==> src/rtl/ktfp_ram.sv <==
// generic single write port, single registered read port ram
module ktfp_ram #(
  parameter int WIDTH = 8,
  parameter int DEPTH = 16
) (
  input  logic                     clk,
  input  logic                     wr_en,
  input  logic [$clog2(DEPTH)-1:0] wr_addr,
  input  logic [WIDTH-1:0]         wr_data,
  input  logic                     rd_en,
  input  logic [$clog2(DEPTH)-1:0] rd_addr,
  output logic [WIDTH-1:0]         rd_data
);

  logic [WIDTH-1:0] mem [DEPTH];
  logic [WIDTH-1:0] rd_data_r;

  always_ff @(posedge clk) begin
    if (wr_en) begin
      mem[wr_addr] <= wr_data;
    end
    if (rd_en) begin
      rd_data_r <= mem[rd_addr];
    end
  end

  assign rd_data = rd_data_r;

endmodule

==> config.mk <==
export PLATFORM = sky130hd
export DESIGN_NAME = ktfp_ram
export DESIGN_NICKNAME = d
export VERILOG_FILES = /design/src/rtl/ktfp_ram.sv
export SDC_FILE = /design/constraint.sdc
export NUM_CORES = 1
export LEC_CHECK = 0
export BUFFER_PORTS_ARGS = -buffer_cell sky130_fd_sc_hd__buf_4
export CAP_MARGIN = 20
export CORE_ASPECT_RATIO = 1.1
export CORE_MARGIN = 3
export CORE_UTILIZATION = 68
export CTS_BUF_LIST = sky130_fd_sc_hd__clkbuf_2
export DETAILED_ROUTE_END_ITERATION = 8
export PLACE_DENSITY = 0.9
export SLEW_MARGIN = 20
export SYNTH_ARGS = -nofsm -noshare
export SYNTH_HDL_FRONTEND = slang
export SYNTH_SLANG_ARGS = --single-unit
==> constraint.sdc <==
create_clock -name clk -period 5.25 [get_ports clk]
set_input_delay 1.05 -clock clk [delete_from_list [all_inputs] [get_ports clk]]
set_output_delay 1.05 -clock clk [all_outputs]
set_load 0.03 [all_outputs]
==> results_dict.tcl <==
set metrics [dict create \
    diodes 0 \
    setup-tns-final_ps 0 \
    fin_util_pct 79.7 \
    cp_slowest_cell "edfxtp_1" \
    syn_avg_cell_area_um2 22.8 \
    p_sw_mw 0.429 \
    nets 285 \
    cts_buffer_depth 2 \
    clkTransAtPathRegs_ps 200 \
    drc 0 \
    swShare_pct 20.8 \
    grt_usage_pct 23.8 \
    crit_path_end_kind "primary output" \
    final_area_um2 5780 \
    core_area_um2 7250 \
    yosys_warnings 0 \
    h-tree-depth 4 \
    synth_fp_nets 248 \
    clock_latency_ps 640 \
    place_congestion 0.753 \
    yosysSeqAreaShare_pct 78.1 \
    p_total_mw 2.06 \
    cp_data_arrival_time_ps 1290 \
    place.port_buffers 26 \
    maxCapViolCount 0 \
    seqPwrFrac_pct 59.7 \
    synth_top_area_share_pct 78.1 \
    die_w_um 89.6 \
    avgRoutedWirePerCell_um 24.2 \
    path_class "flip-flop to primary output" \
    hold_viol_final 0 \
    fmax_mhz 427 \
    initial_core_util_pct 72.1 \
    syn_inst 229 \
    io_pins 27 \
    grt_pass1_wl_um 14100 \
    powerDensity_nw_per_um2 356 \
    cts_tree "built" \
    outcome "finished clean" \
    synthTopCellsByArea "edfxtp_1 (78%), mux4_2 (7.8%), mux4_1 (7.0%), a22oi_1 (2.3%), nor2_1 (0.93%)" \
    hp-class "primary input to flip-flop" \
    drtAntennaViolNets 0 \
    holdWs_ps 678 \
    fin_skew_ps 21.4 \
    drive_above_1_share_pct 28.4 \
    cts_setup_buffers 0 \
    viasPerCell 6.44 \
    antenna_found_initial 0 \
    yosysUniqueCellTypes 18 \
    rsz0062_at_grt "no" \
    synth-seq-cells 136 \
    slew_headroom_pct 30.3 \
    grt_pass1_vias 2492 \
    cts_buffers 17 \
    syn_to_final_growth_pct 10.5 \
    overflow 0 \
    cts_root_buf "clkbuf_2" \
    dr.pass1.iters 5 \
    p_comb_share_pct 5.8 \
    slowest_delay_ps 470 \
    slew_violations 0 \
    crit_family "flip-flops" \
    clock_power_share_pct 34.4 \
    postCtsResizedCells 0 \
    worstMarginPinSlew_ps 1040 \
    syn_area_um2 5230 \
    cp.required_ps 4200 \
    design.die.area_um2 8780 \
    path_max_fanout 1 \
    wl_um 9180 \
    path_buf_inv 1 \
    p_int_mw 1.63 \
    vdd_ir_drop_max_mv 0.323 \
    grt_max_degree 33 \
    placed_area_um2 5480 \
    synth_area_leader_cell "edfxtp_1" \
    cp-start-kind "flip-flop" \
    cts.sinks 136 \
    p_leak_nw 1.90 \
    postCtsHoldBufs 0 \
    dp_hpwl_um 5960 \
    setup_viol 0 \
    drt_iter0_markers 339 \
    rows 32 \
    min_period_ps 2340 \
    vias 2447 \
    period_share_pct 44.6 \
    path_cells "buf_4" \
    fp.dieH_um 98.0 \
]
==> metrics by stage <==
step / cells / setup slack [ps]
floorplan: 229 / 2710
global placement: 349 / 2420
detailed placement: 349 / 2380
CTS: 380 / 2870
global route: 380 / 2850
finish: 380 / 2910
==> flip-flops by register name (all words and copies together) (netlist names) <==
| name | count |
|---|---|
| mem | 128 |
| rd_data | 8 |
==> path summary, 6_finish.rpt <==
check | from | endpoint | slack (ps) | cells past startpoint
setup / recovery | rd_data[4]$_DFFE_PP_ | rd_data[4] | 2910 | 1
setup reg to reg | mem[3][3]$_DFFE_PP_ | rd_data[3]$_DFFE_PP_ | 3700 | 3
hold / removal | wr_data[3] | mem[14][3]$_DFFE_PP_ | 680 | 1
hold reg to reg | mem[13][2]$_DFFE_PP_ | rd_data[2]$_DFFE_PP_ | 790 | 3
==> layout make-up <==
type	count	area, um2
sequential	136	4080
fill	354	1470
multi-input combinational	83	1060
timing repair buffer	28	210
clock inverter	13	204
tap	102	128
clock buffer	18	90.1
==> cell usage in the layout, fill, tap and decap left out <==
cell type     n
nand3_1       1
and2_1        1
clkbuf_2     18
or3b_2        1
clkinv_2      3
nand2_1       9
buf_4        28
nor3_2        1
mux4_1       14
mux4_2       18
nand3b_1      2
clkinv_4      1
and2b_1       1
nor2_1       13
edfxtp_1    136
nor3_1        3
bufinv_16     5
nor2b_1       1
clkinvlp_4    4
nand2b_1      2
a22oi_1      16
==> synth_stat cells (all sizes together) <==
| cell type | count |
|---|---|
| a22oi | 16 |
| and2 | 1 |
| and2b | 1 |
| buf | 7 |
| clkdlybuf4s25 | 3 |
| edfxtp | 136 |
| mux4 | 32 |
| nand2 | 9 |
| nand2b | 2 |
| nand3 | 1 |
| nand3b | 2 |
| nor2 | 13 |
| nor2b | 1 |
| nor3 | 4 |
| or3b | 1 |
==> logic make-up after synthesis <==
kind of cell / synth area share (%)
DFF: 78.1
and+or+nand+nor: 3.14
muxes: 14.8
AOI/OAI and AO/OA: 2.30
buffers and inverters: 1.65
==> power groups by stage <==
stage,Sequential [mW],Combinational (mW),Clock [mW]
3_3_place_gp,1.25,0.116,0
4_1_cts,1.23,0.121,0.716
3_5_place_dp,1.25,0.121,0
2_1_floorplan,1.26,0.0617,0
6_report,1.23,0.120,0.708
5_1_grt,1.23,0.130,0.765
==> layer usage <==
| layer | GRT usage, % | wire (um) | share of wire (%) |
|---|---|---|---|
| met1 | 33.9 | 3500 | 38 |
| met2 | 35.5 | 4680 | 51 |
| met3 | 6.67 | 849 | 9.2 |
| met4 | 9.51 | 149 | 1.6 |
| met5 | 0 | 0 | 0 |
Power figures use the tool's default switching activity.
